==> config.mk <==
export PLATFORM = sky130hd
export DESIGN_NAME = wav_stream_to_dac_top
export DESIGN_NICKNAME = d
export VERILOG_FILES = /design/src/rtl/wavdac_pkg.sv /design/src/rtl/wav_stream_to_dac_top.sv
export SDC_FILE = /design/constraint.sdc
export NUM_CORES = 1
export LEC_CHECK = 0
export ABC_AREA = 1
export BUFFER_PORTS_ARGS = -buffer_cell sky130_fd_sc_hd__buf_4
export CAP_MARGIN = 10
export CORE_ASPECT_RATIO = 1.2
export CORE_MARGIN = 1
export CORE_UTILIZATION = 50
export DETAILED_ROUTE_END_ITERATION = 6
export GPL_TIMING_DRIVEN = 0
export PLACE_DENSITY_LB_ADDON = 0.1
export SETUP_SLACK_MARGIN = 0.3
export SYNTH_ARGS = -nofsm -noshare
export SYNTH_HDL_FRONTEND = slang
export SYNTH_SLANG_ARGS = --single-unit
==> constraint.sdc <==
create_clock -name clk -period 5.4 [get_ports clk]
set_input_delay 0.27 -clock clk [delete_from_list [all_inputs] [get_ports clk]]
set_output_delay 0.27 -clock clk [all_outputs]
set_load 0.005 [all_outputs]
==> src/rtl/wavdac_pkg.sv <==
`timescale 1ns / 1ps

package wavdac_pkg;

    // Header layout
    localparam int HEADER_BYTES = 44;
    localparam int VOLUME_SHIFT = 3;

    localparam logic [5:0] HDR_LAST   = 6'(HEADER_BYTES - 1);
    localparam logic [5:0] IDX_RIFF   = 6'd3;
    localparam logic [5:0] IDX_WAVE   = 6'd11;
    localparam logic [5:0] IDX_FMT    = 6'd15;
    localparam logic [5:0] IDX_CHAN   = 6'd23;
    localparam logic [5:0] IDX_RATE   = 6'd27;
    localparam logic [5:0] IDX_BITS   = 6'd35;
    localparam logic [5:0] IDX_DATA   = 6'd39;
    localparam logic [5:0] IDX_DSIZE  = 6'd43;

    // Tags as they sit in the little-endian shifter
    localparam logic [31:0] TAG_RIFF = 32'h4646_4952;
    localparam logic [31:0] TAG_WAVE = 32'h4556_4157;
    localparam logic [31:0] TAG_FMT  = 32'h2074_6D66;
    localparam logic [31:0] TAG_DATA = 32'h6174_6164;

    // Result kinds
    localparam logic [1:0] KIND_SAMPLE = 2'd0;
    localparam logic [1:0] KIND_HEADER = 2'd1;
    localparam logic [1:0] KIND_ERROR  = 2'd2;
    localparam logic [1:0] KIND_END    = 2'd3;

    // Status codes
    localparam logic [2:0] ST_OK       = 3'd0;
    localparam logic [2:0] ST_RIFF     = 3'd1;
    localparam logic [2:0] ST_WAVE     = 3'd2;
    localparam logic [2:0] ST_FMT      = 3'd3;
    localparam logic [2:0] ST_DATA     = 3'd4;
    localparam logic [2:0] ST_CHANNELS = 3'd5;
    localparam logic [2:0] ST_BITS     = 3'd6;

    localparam logic [15:0] CH_MONO    = 16'd1;
    localparam logic [15:0] CH_STEREO  = 16'd2;
    localparam logic [15:0] DEPTH_8    = 16'd8;
    localparam logic [15:0] DEPTH_16   = 16'd16;
    localparam logic [15:0] SIGN_FLIP  = 16'h8000;

    typedef struct packed {
        logic [7:0] file_byte;
        logic       file_start;
    } wav_item_t;

    typedef struct packed {
        logic [1:0]  kind;
        logic [2:0]  status;
        logic [11:0] dac_code;
        logic [31:0] sample_rate;
        logic [15:0] channel_count;
        logic [15:0] sample_bits;
    } wav_result_t;

endpackage

==> src/rtl/wav_stream_to_dac_top.sv <==
`timescale 1ns / 1ps

// WAV byte stream to 12-bit DAC code converter.
// Input channel (item_valid / item_stall / item): one file byte per transfer,
// with file_start set on the first byte of a new file to restart parsing.
// Output channel (result_valid / result_stall / result): at most one result
// per input byte: a DAC sample, the accepted header (rate, channels, depth),
// an error with its status code, or the end-of-data marker.
// Each byte is handled by one pass of logic between the state registers and
// the result register, so a result appears in the cycle after its byte is
// taken, and one byte can be taken in every cycle while item_stall is low.
// A single result register decouples the two sides: while it holds a result
// that the receiver stalls, item_stall is raised and input is held off;
// otherwise a new byte is taken even as the previous result leaves.
// After reset all parsing state is clear and the next byte counts as header
// byte 0. After an error or the end of data, bytes are consumed without
// results until one arrives with file_start set.
module wav_stream_to_dac_top (
    input  logic                    clk,
    input  logic                    rst_n,
    input  logic                    item_valid,
    output logic                    item_stall,
    input  wavdac_pkg::wav_item_t   item,
    output logic                    result_valid,
    input  logic                    result_stall,
    output wavdac_pkg::wav_result_t result
);
    import wavdac_pkg::*;

    logic [5:0]  header_index_reg, header_index_next;
    logic [31:0] field_shift_reg, field_shift_next;
    logic [2:0]  tag_error_reg, tag_error_next;
    logic [15:0] channels_reg, channels_next;
    logic [15:0] bits_reg, bits_next;
    logic [31:0] rate_reg, rate_next;
    logic [31:0] data_size_reg, data_size_next;
    logic [31:0] data_count_reg, data_count_next;
    logic [1:0]  frame_idx_reg, frame_idx_next;
    logic [7:0]  low_byte_reg, low_byte_next;
    logic        halted_reg, halted_next;

    logic        result_valid_reg, result_valid_next;
    wav_result_t result_reg, result_next;

    logic        accept;
    logic        emit;
    wav_result_t res;

    // Working copies of state, cleared when a new file begins
    logic [5:0]  cur_index;
    logic [31:0] cur_shift;
    logic [2:0]  cur_tag_error;
    logic [15:0] cur_channels;
    logic [15:0] cur_bits;
    logic [31:0] cur_rate;
    logic [31:0] cur_size;
    logic [31:0] cur_count;
    logic [1:0]  cur_frame;
    logic [7:0]  cur_low;
    logic        cur_halted;
    logic [31:0] shifted;
    logic [15:0] raw16;

    assign item_stall = result_valid_reg && result_stall;
    assign accept     = item_valid && !item_stall;

    always_comb
    begin
        cur_index     = item.file_start ? '0 : header_index_reg;
        cur_shift     = item.file_start ? '0 : field_shift_reg;
        cur_tag_error = item.file_start ? '0 : tag_error_reg;
        cur_channels  = item.file_start ? '0 : channels_reg;
        cur_bits      = item.file_start ? '0 : bits_reg;
        cur_rate      = item.file_start ? '0 : rate_reg;
        cur_size      = item.file_start ? '0 : data_size_reg;
        cur_count     = item.file_start ? '0 : data_count_reg;
        cur_frame     = item.file_start ? '0 : frame_idx_reg;
        cur_low       = item.file_start ? '0 : low_byte_reg;
        cur_halted    = item.file_start ? 1'b0 : halted_reg;
    end

    // Parse one byte: header shifter, tag checks, format checks, sample codes
    always_comb
    begin
        header_index_next = cur_index;
        field_shift_next  = cur_shift;
        tag_error_next    = cur_tag_error;
        channels_next     = cur_channels;
        bits_next         = cur_bits;
        rate_next         = cur_rate;
        data_size_next    = cur_size;
        data_count_next   = cur_count;
        frame_idx_next    = cur_frame;
        low_byte_next     = cur_low;
        halted_next       = cur_halted;
        emit              = 1'b0;
        res               = '0;
        shifted           = {item.file_byte, cur_shift[31:8]};
        raw16             = '0;

        if (cur_halted)
        begin
            emit = 1'b0;
        end
        else if (cur_index < 6'(HEADER_BYTES))
        begin
            field_shift_next  = shifted;
            header_index_next = cur_index + 6'd1;
            case (cur_index)
                IDX_RIFF:
                    if (shifted != TAG_RIFF && cur_tag_error == ST_OK)
                        tag_error_next = ST_RIFF;
                IDX_WAVE:
                    if (shifted != TAG_WAVE && cur_tag_error == ST_OK)
                        tag_error_next = ST_WAVE;
                IDX_FMT:
                    if (shifted != TAG_FMT && cur_tag_error == ST_OK)
                        tag_error_next = ST_FMT;
                IDX_CHAN:  channels_next = shifted[31:16];
                IDX_RATE:  rate_next     = shifted;
                IDX_BITS:  bits_next     = shifted[31:16];
                IDX_DATA:
                    if (shifted != TAG_DATA && cur_tag_error == ST_OK)
                        tag_error_next = ST_DATA;
                IDX_DSIZE: data_size_next = shifted;
                default: ;
            endcase
            if (cur_index == HDR_LAST)
            begin
                emit = 1'b1;
                if (tag_error_next != ST_OK)
                begin
                    halted_next = 1'b1;
                    res.kind    = KIND_ERROR;
                    res.status  = tag_error_next;
                end
                else
                begin
                    res.kind          = KIND_HEADER;
                    res.sample_rate   = rate_next;
                    res.channel_count = channels_next;
                    res.sample_bits   = bits_next;
                end
            end
        end
        else if (cur_count >= cur_size)
        begin
            emit        = 1'b1;
            halted_next = 1'b1;
            res.kind    = KIND_END;
        end
        else if (cur_count == '0 && !(cur_channels inside {CH_MONO, CH_STEREO}))
        begin
            emit        = 1'b1;
            halted_next = 1'b1;
            res.kind    = KIND_ERROR;
            res.status  = ST_CHANNELS;
        end
        else if (cur_count == '0 && !(cur_bits inside {DEPTH_8, DEPTH_16}))
        begin
            emit        = 1'b1;
            halted_next = 1'b1;
            res.kind    = KIND_ERROR;
            res.status  = ST_BITS;
        end
        else
        begin
            data_count_next = cur_count + 32'd1;
            res.kind        = KIND_SAMPLE;
            if (cur_channels == CH_MONO && cur_bits == DEPTH_8)
            begin
                emit         = 1'b1;
                res.dac_code = 12'((16'(item.file_byte) >> VOLUME_SHIFT) << 4);
            end
            else if (cur_channels == CH_MONO || cur_bits == DEPTH_8)
            begin
                // Two-byte frames: mono 16-bit or stereo 8-bit
                if (cur_frame == 2'd0)
                begin
                    low_byte_next  = item.file_byte;
                    frame_idx_next = 2'd1;
                end
                else
                begin
                    frame_idx_next = 2'd0;
                    emit           = 1'b1;
                    if (cur_channels == CH_MONO)
                    begin
                        raw16        = {item.file_byte, cur_low} ^ SIGN_FLIP;
                        res.dac_code = 12'(raw16 >> (VOLUME_SHIFT + 4));
                    end
                    else
                    begin
                        res.dac_code = 12'(16'(cur_low) >> VOLUME_SHIFT);
                    end
                end
            end
            else
            begin
                // Stereo 16-bit: hold left sample, skip right sample
                case (cur_frame)
                    2'd0:
                    begin
                        low_byte_next  = item.file_byte;
                        frame_idx_next = 2'd1;
                    end
                    2'd1:
                    begin
                        field_shift_next = {16'd0, item.file_byte, cur_low};
                        frame_idx_next   = 2'd2;
                    end
                    2'd2:
                    begin
                        frame_idx_next = 2'd3;
                    end
                    default:
                    begin
                        frame_idx_next = 2'd0;
                        emit           = 1'b1;
                        raw16          = cur_shift[15:0] ^ SIGN_FLIP;
                        res.dac_code   = 12'(raw16 >> VOLUME_SHIFT);
                    end
                endcase
            end
        end
    end

    // Load a new result, or drop the held one once it transfers
    always_comb
    begin
        result_valid_next = result_valid_reg;
        result_next       = result_reg;
        if (accept && emit)
        begin
            result_valid_next = 1'b1;
            result_next       = res;
        end
        else if (!result_stall)
        begin
            result_valid_next = 1'b0;
        end
    end

    always_ff @(posedge clk or negedge rst_n)
    begin
        if (!rst_n)
        begin
            header_index_reg <= '0;
            field_shift_reg  <= '0;
            tag_error_reg    <= '0;
            channels_reg     <= '0;
            bits_reg         <= '0;
            rate_reg         <= '0;
            data_size_reg    <= '0;
            data_count_reg   <= '0;
            frame_idx_reg    <= '0;
            low_byte_reg     <= '0;
            halted_reg       <= 1'b0;
            result_valid_reg <= 1'b0;
        end
        else
        begin
            result_valid_reg <= result_valid_next;
            if (accept)
            begin
                header_index_reg <= header_index_next;
                field_shift_reg  <= field_shift_next;
                tag_error_reg    <= tag_error_next;
                channels_reg     <= channels_next;
                bits_reg         <= bits_next;
                rate_reg         <= rate_next;
                data_size_reg    <= data_size_next;
                data_count_reg   <= data_count_next;
                frame_idx_reg    <= frame_idx_next;
                low_byte_reg     <= low_byte_next;
                halted_reg       <= halted_next;
            end
        end
    end

    // Payload register
    always_ff @(posedge clk)
    begin
        result_reg <= result_next;
    end

    assign result_valid = result_valid_reg;
    assign result       = result_reg;

    // A halted parser produces nothing until a new file starts
    assert property (@(posedge clk) disable iff (!rst_n)
        (accept && halted_reg && !item.file_start) |-> !emit)
        else $error("result produced while halted");

    // The header counter never runs past the header
    assert property (@(posedge clk) disable iff (!rst_n)
        header_index_reg <= 6'(HEADER_BYTES))
        else $error("header index out of range");

    // Frame positions beyond the second byte occur only for stereo 16-bit
    assert property (@(posedge clk) disable iff (!rst_n)
        (frame_idx_reg > 2'd1) |-> (channels_reg == CH_STEREO && bits_reg == DEPTH_16))
        else $error("frame index beyond format");

    // Only error results carry a status
    assert property (@(posedge clk) disable iff (!rst_n)
        (result_valid && result.kind != KIND_ERROR) |-> (result.status == ST_OK))
        else $error("status on non-error result");

    // A taken byte that yields a result shows up in the next cycle
    assert property (@(posedge clk) disable iff (!rst_n)
        (accept && emit) |=> result_valid)
        else $error("result lost");

endmodule
## After elaboration in Yosys (flattened, before gate mapping)

Index checks and enable logic that the tools add are counted.
Widths: inputs -> output; s select.

- Register bits after elaboration: 262
- Input bits: 13
- Output and inout bits: 83
- Logic and storage cells: 167

- Add/subtract/negate cells: 2
- Magnitude comparators: 2
- Eq/ne operators: 19
- Multiplexer cells: 98
- Bitwise operators: 3
- Reduce and logical (&&, ||, !) cells: 24

Operator list:

| operator | number |
|---|---|
| $mux 32 | 23 |
| $mux 16 | 8 |
| $ne 32x31->1 const B | 3 |
| $mux 8 | 8 |
| $mux 12 | 5 |
| $mux 3 | 11 |
| $add 32x1->32 const B | 1 |
| $ge 32x32->1 | 1 |
| $logic_not 32->1 | 1 |
| $ne 32x30->1 const B | 1 |
| $mux 2 | 11 |
| $mux 1 | 21 |
| $eq 6x6->1 const B | 3 |
| $mux 6 | 3 |
| $mux 9 | 2 |
| $eq 16x1->1 const B | 1 |
| $eq 16x2->1 const B | 1 |
| $eq 16x4->1 const B | 1 |
| $eq 16x5->1 const B | 1 |
| $mux 15 | 1 |
| $mux 5 | 3 |
| $eq 6x4->1 const B | 2 |
| $eq 6x5->1 const B | 2 |
| $pmux 3 s4 | 1 |
| other kinds (19) | 33 |

## Longest topological paths before layout

- Depth after elaboration: 13
- Depth in mapped cells: 22
- Mapped depth without buffers: 20

## Worst setup path after synthesis

No wires, ideal clock.

- Path kind: input -> register
- Start point: input port item[0] in the netlist's numbering
- End point: register result_reg (netlist bit result[0]) (enable)
- Library setup time: 0.435 ns
- Data arrival time: 4.007 ns
- Data required time: 4.965 ns
- Path slack: 0.958 ns
- Stages: 18
- Buffers on the path: 3
- Path through: inv_2 buf_4 clkbuf_1 clkbuf_1 nand2_1 ha_1 nand2_1 nor2_1 nand2_1 nor2_1 nand2_1 inv_1 nand2_2 nand2_1 nor2_4 nand2_1 o21bai_1 inv_1

- Cells in the longest elaborated chain, start to end: 12
- Elaborated cells on any way between the ends: 38
- Classes of those cells: order compare (2); eq/ne (7); mux (17); reduce/logical (12)

RTL lines:

| what | line | text |
|---|---|---|
| from (decl) | wav_stream_to_dac_top.sv:23 | `input wavdac_pkg::wav_item_t item,` |
| parallel branches: the longest is 10 deep, another holds $ge 32x32->1 | - |  |
| $mux 1 (*) | wav_stream_to_dac_top.sv:101 | `if (cur_halted)` |
| $logic_and 1x1->1 (*) | wav_stream_to_dac_top.sv:233 | `if (accept && emit)` |
| to (signal assigned) | wav_stream_to_dac_top.sv:284 | `result_reg <= result_next;` |
| to (decl) | wav_stream_to_dac_top.sv:43 | `wav_result_t result_reg, result_next;` |

Every way passes the cells marked *.
A chain may end at the register's enable or synchronous reset.

## Worst setup path after layout

- Start point: input port item[0] in the netlist's numbering
- End point: register result_reg (netlist bit result[17]) (enable)

The elaborated chain is that of the path after synthesis.

==> key figures <==
Routing
  – DRC Markers: 0
  – Vias: 14,900
  – Via/cell ratio: 5.81
  – Post-DR wirelength/cell: 21.4 µm
  – WL final: 54,800 µm
  – Iter 0 DRT Violations: 1,472
  – DRT antenna net count: 0
  – First drt pass iteration count: 6

Timing
  – Slew Viols, Final: 0
  – Crit share post-route: 0.930
  – Final Hold Vio Count: 0
  – Max_slew headroom: 0.210
  – Skew final: 0.0160 ns
  – Worst Tran Pin Value: 1.18 ns
  – Fmax: 0.199 GHz
  – Final setup fails: 0
  – Final worst setup slack: 0.379 ns
  – Minimum clock period: 5.02 ns
  – RSZ-0062 raised after global routing: no

CTS
  – Max clock buf depth: 3
  – CTS-repair resized insts: 0
  – Worst-path clk slew: 0.06 ns
  – Root Buffer: clkbuf_16
  – Clock net sink count: 256
  – TritonCTS clock tree: yes
  – Worst-skew pair later-pin latency: 0.57 ns
  – Htree depth: 1
  – Cts hold-fix bufs: 2
  – CTS buffer count: 29
  – Post CTS Setup Buffer Count: 0

Cells and area
  – Multi-input logic area: 7180 µm²
  – Area Growth Syn to Fin: 15.1%
  – Max reg flops: 81
  – Fill cell count: 2,856
  – Ant. Diodes: 0
  – Sequential cell area: 6810 µm²
  – # nets final: 2,199
  – Post-route cell area: 17,700 µm²
  – Layout cells sized above 1: 0.125

Worst setup path
  – Critical Path AT: 5.30 ns
  – Setup CP Type: input port to flop
  – Slowest library cell on the worst path: clkbuf_1
  – CP max FO: 57
  – Crit start category: input port
  – Type of destination of the critical path: flop
  – Beginning of the worst register-to-register path: data_count_reg[29]
  – R2R depth: 14
  – Crit path cell chain: buf_4 > inv_2 > buf_4 > clkbuf_1 > clkbuf_1 > nand2_1 > ha_1 > a21oi_1 > nor2_1 > nor3_1 > nand2_1 > a21oi_1 > nand2_1 > nor2_4 > nand2_1 > o21bai_1 > inv_4 > buf_16
  – CP required: 5.68 ns
  – Reg-to-Reg End: result[17]
  – CP max stage delay: 0.73 ns
  – R2R Setup Slk: 1.70 ns
  – CP most frequent cell: nand2_1

Synth
  – Number of synthesized register bits: 256
  – Register area share after synthesis: 0.442
  – Cell Area, Synth: 15,400 µm²
  – Synthesized area per cell: 7.63 µm²
  – Yosys warning count: 0
  – Post-synth ARST share: 0.684
  – Synth top area cells: dfrtp_1, edfxtp_1, nand2_1
  – Top-area cell type share of the netlist area: 0.284
  – EDFF count, synth: 81
  – Syn Inst Count: 2,019
  – Post-synth cell types: 51
  – Leading area contributor after synthesis: dfrtp_1
  – Mapped Nets: 2,069
  – Ys flop type: dfrtp_1

Pwr
  – Pwr/cell area: 264 nW/µm²
  – Peak supply drop: 0.247 mV
  – Leakage: 8.60 nW

Global routing
  – M2 GR Usage: 0.575
  – Met3 Usage GRT: 0.0598
  – GRT Max-Usage Layer: met2
  – Total congestion overflow: 0
  – Largest net degree at the start of global routing: 99
  – Vias in the first global route: 14,500
  – First-pass GRT wire length: 83,500 µm
  – Initial antenna violation count: 1
  – GR Util All Layers: 0.351
  – Grt met1 use: 0.428

Run status
  – Status: finished, final reports clean

Floorplanning
  – Core Footprint: 30,400 µm²
  – Die width: 162 µm
  – DIE HEIGHT: 194 µm
  – Die Area: 31,500 µm²
  – Placement Rows: 70
  – Starting Density: 0.507
  – IO Pins: 96

Placed design
  – I/O Buffers: 95
  – Final Wtd Congestion: 0.982
  – Post-detail-place hpwl: 40,300 µm
  – Placed Area: 16,700 µm²
  – DP Worst Slack: 0.0391 ns

Min path
  – Hold Crit Class: input port to flop
  – Hold Path Sink: data_size_reg[27]
  – Hold path cells: 3
  – Beginning of the worst hold path: item[4]

Job
  – Max cap viols: 0
-- power by group --
group / total (mW) / internal, mW / switching [mW]
Sequential: 2.07 / 2.04 / 0.0302
Clock: 2.19 / 1.33 / 0.863
Combinational: 0.426 / 0.101 / 0.325
Total: 4.69 / 3.47 / 1.22
-- cells by family (layout without fill, tap and decap cells) --
logic type | after synthesis | in the layout | synth area share
flops | 256 | 256 | 0.442
compound gates | 362 | 362 | 0.138
buf+inv | 342 | 494 | 0.0924
fa+ha+maj | 37 | 37 | 0.0300
simple gates | 993 | 993 | 0.281
xor+xnor | 29 | 29 | 0.0165
-- worst max-delay path by stage --
stage                     startpoint    endpoint  cells past startpoint
after detailed placement     item[0]  result[21]                     18
after CTS                    item[0]  result[57]                     18
after global routing         item[0]  result[25]                     18
final                        item[0]  result[17]                     18
after floorplan              item[0]   result[0]                     18
after global placement       item[0]  result[21]                     19
-- cells in the mapped netlist, types with 37 or more instances --
master / n
nand3_1: 89
a21oi_1: 113
ha_1: 37
nand2_1: 498
o21ai_0: 128
nor2_2: 51
nand4_1: 38
dfrtp_1: 175
edfxtp_1: 81
nor2_1: 253
clkbuf_1: 63
inv_1: 232
-- cell usage in the layout, fill, tap and decap left out, types with 4 or more instances in the layout --
cell / count
a21oi_1: 113
nand2_2: 7
buf_4: 100
ha_1: 37
nand3_1: 89
buf_6: 8
inv_2: 5
nor2_2: 51
o21bai_1: 4
bufinv_16: 7
a31oi_1: 12
o221ai_1: 14
o21ai_1: 11
edfxtp_1: 81
nand4_1: 38
buf_2: 15
nand2_1: 498
clkinv_2: 6
nor3_1: 26
o22ai_1: 8
xnor2_1: 13
dfrtp_1: 175
nor2_4: 19
o21ai_0: 128
a22o_1: 22
inv_1: 231
clkbuf_1: 66
xor2_1: 16
buf_1: 9
nor2_1: 253
clkbuf_16: 29
o211ai_1: 36
-- metrics by stage --
stage | setup TNS, ns | utilization | hold slack (ns) | power [mW] | cells
floorplan | 0 | - | -0.0256 | 2.33 | 2019
detailed placement | 0 | 0.549 | 0.308 | 2.51 | 2512
finish | 0 | 0.584 | 0.0354 | 4.69 | 2567
global route | 0 | 0.584 | 0.0690 | 4.81 | 2567
CTS | 0 | 0.584 | 0.0267 | 4.69 | 2567
global placement | -93.41 | 0.547 | 0.463 | 2.51 | 2510
-- layer usage --
metal / wire length, µm / vias up
met1: 21300 / 7126
met5: 27 / -
met2: 25700 / 707
met4: 3710 / 4
met3: 4120 / 209
li1: - / 6879
-- final cells by class --
type	instances	area share
timing repair buffer	99	0.0448
sequential	256	0.384
inverter	238	0.0505
clock inverter	20	0.0162
tap	396	0.0279
clock buffer	33	0.0423
multi-input combinational	1421	0.404
buffer	104	0.0299
-- critical path: cells and delay by family --
family,cells,cell delay [ns]
compound gates,3,0.91
fa+ha+maj,1,0.34
buf+inv,7,2.50
simple gates,7,1.23
Power figures use the tool's default switching activity.
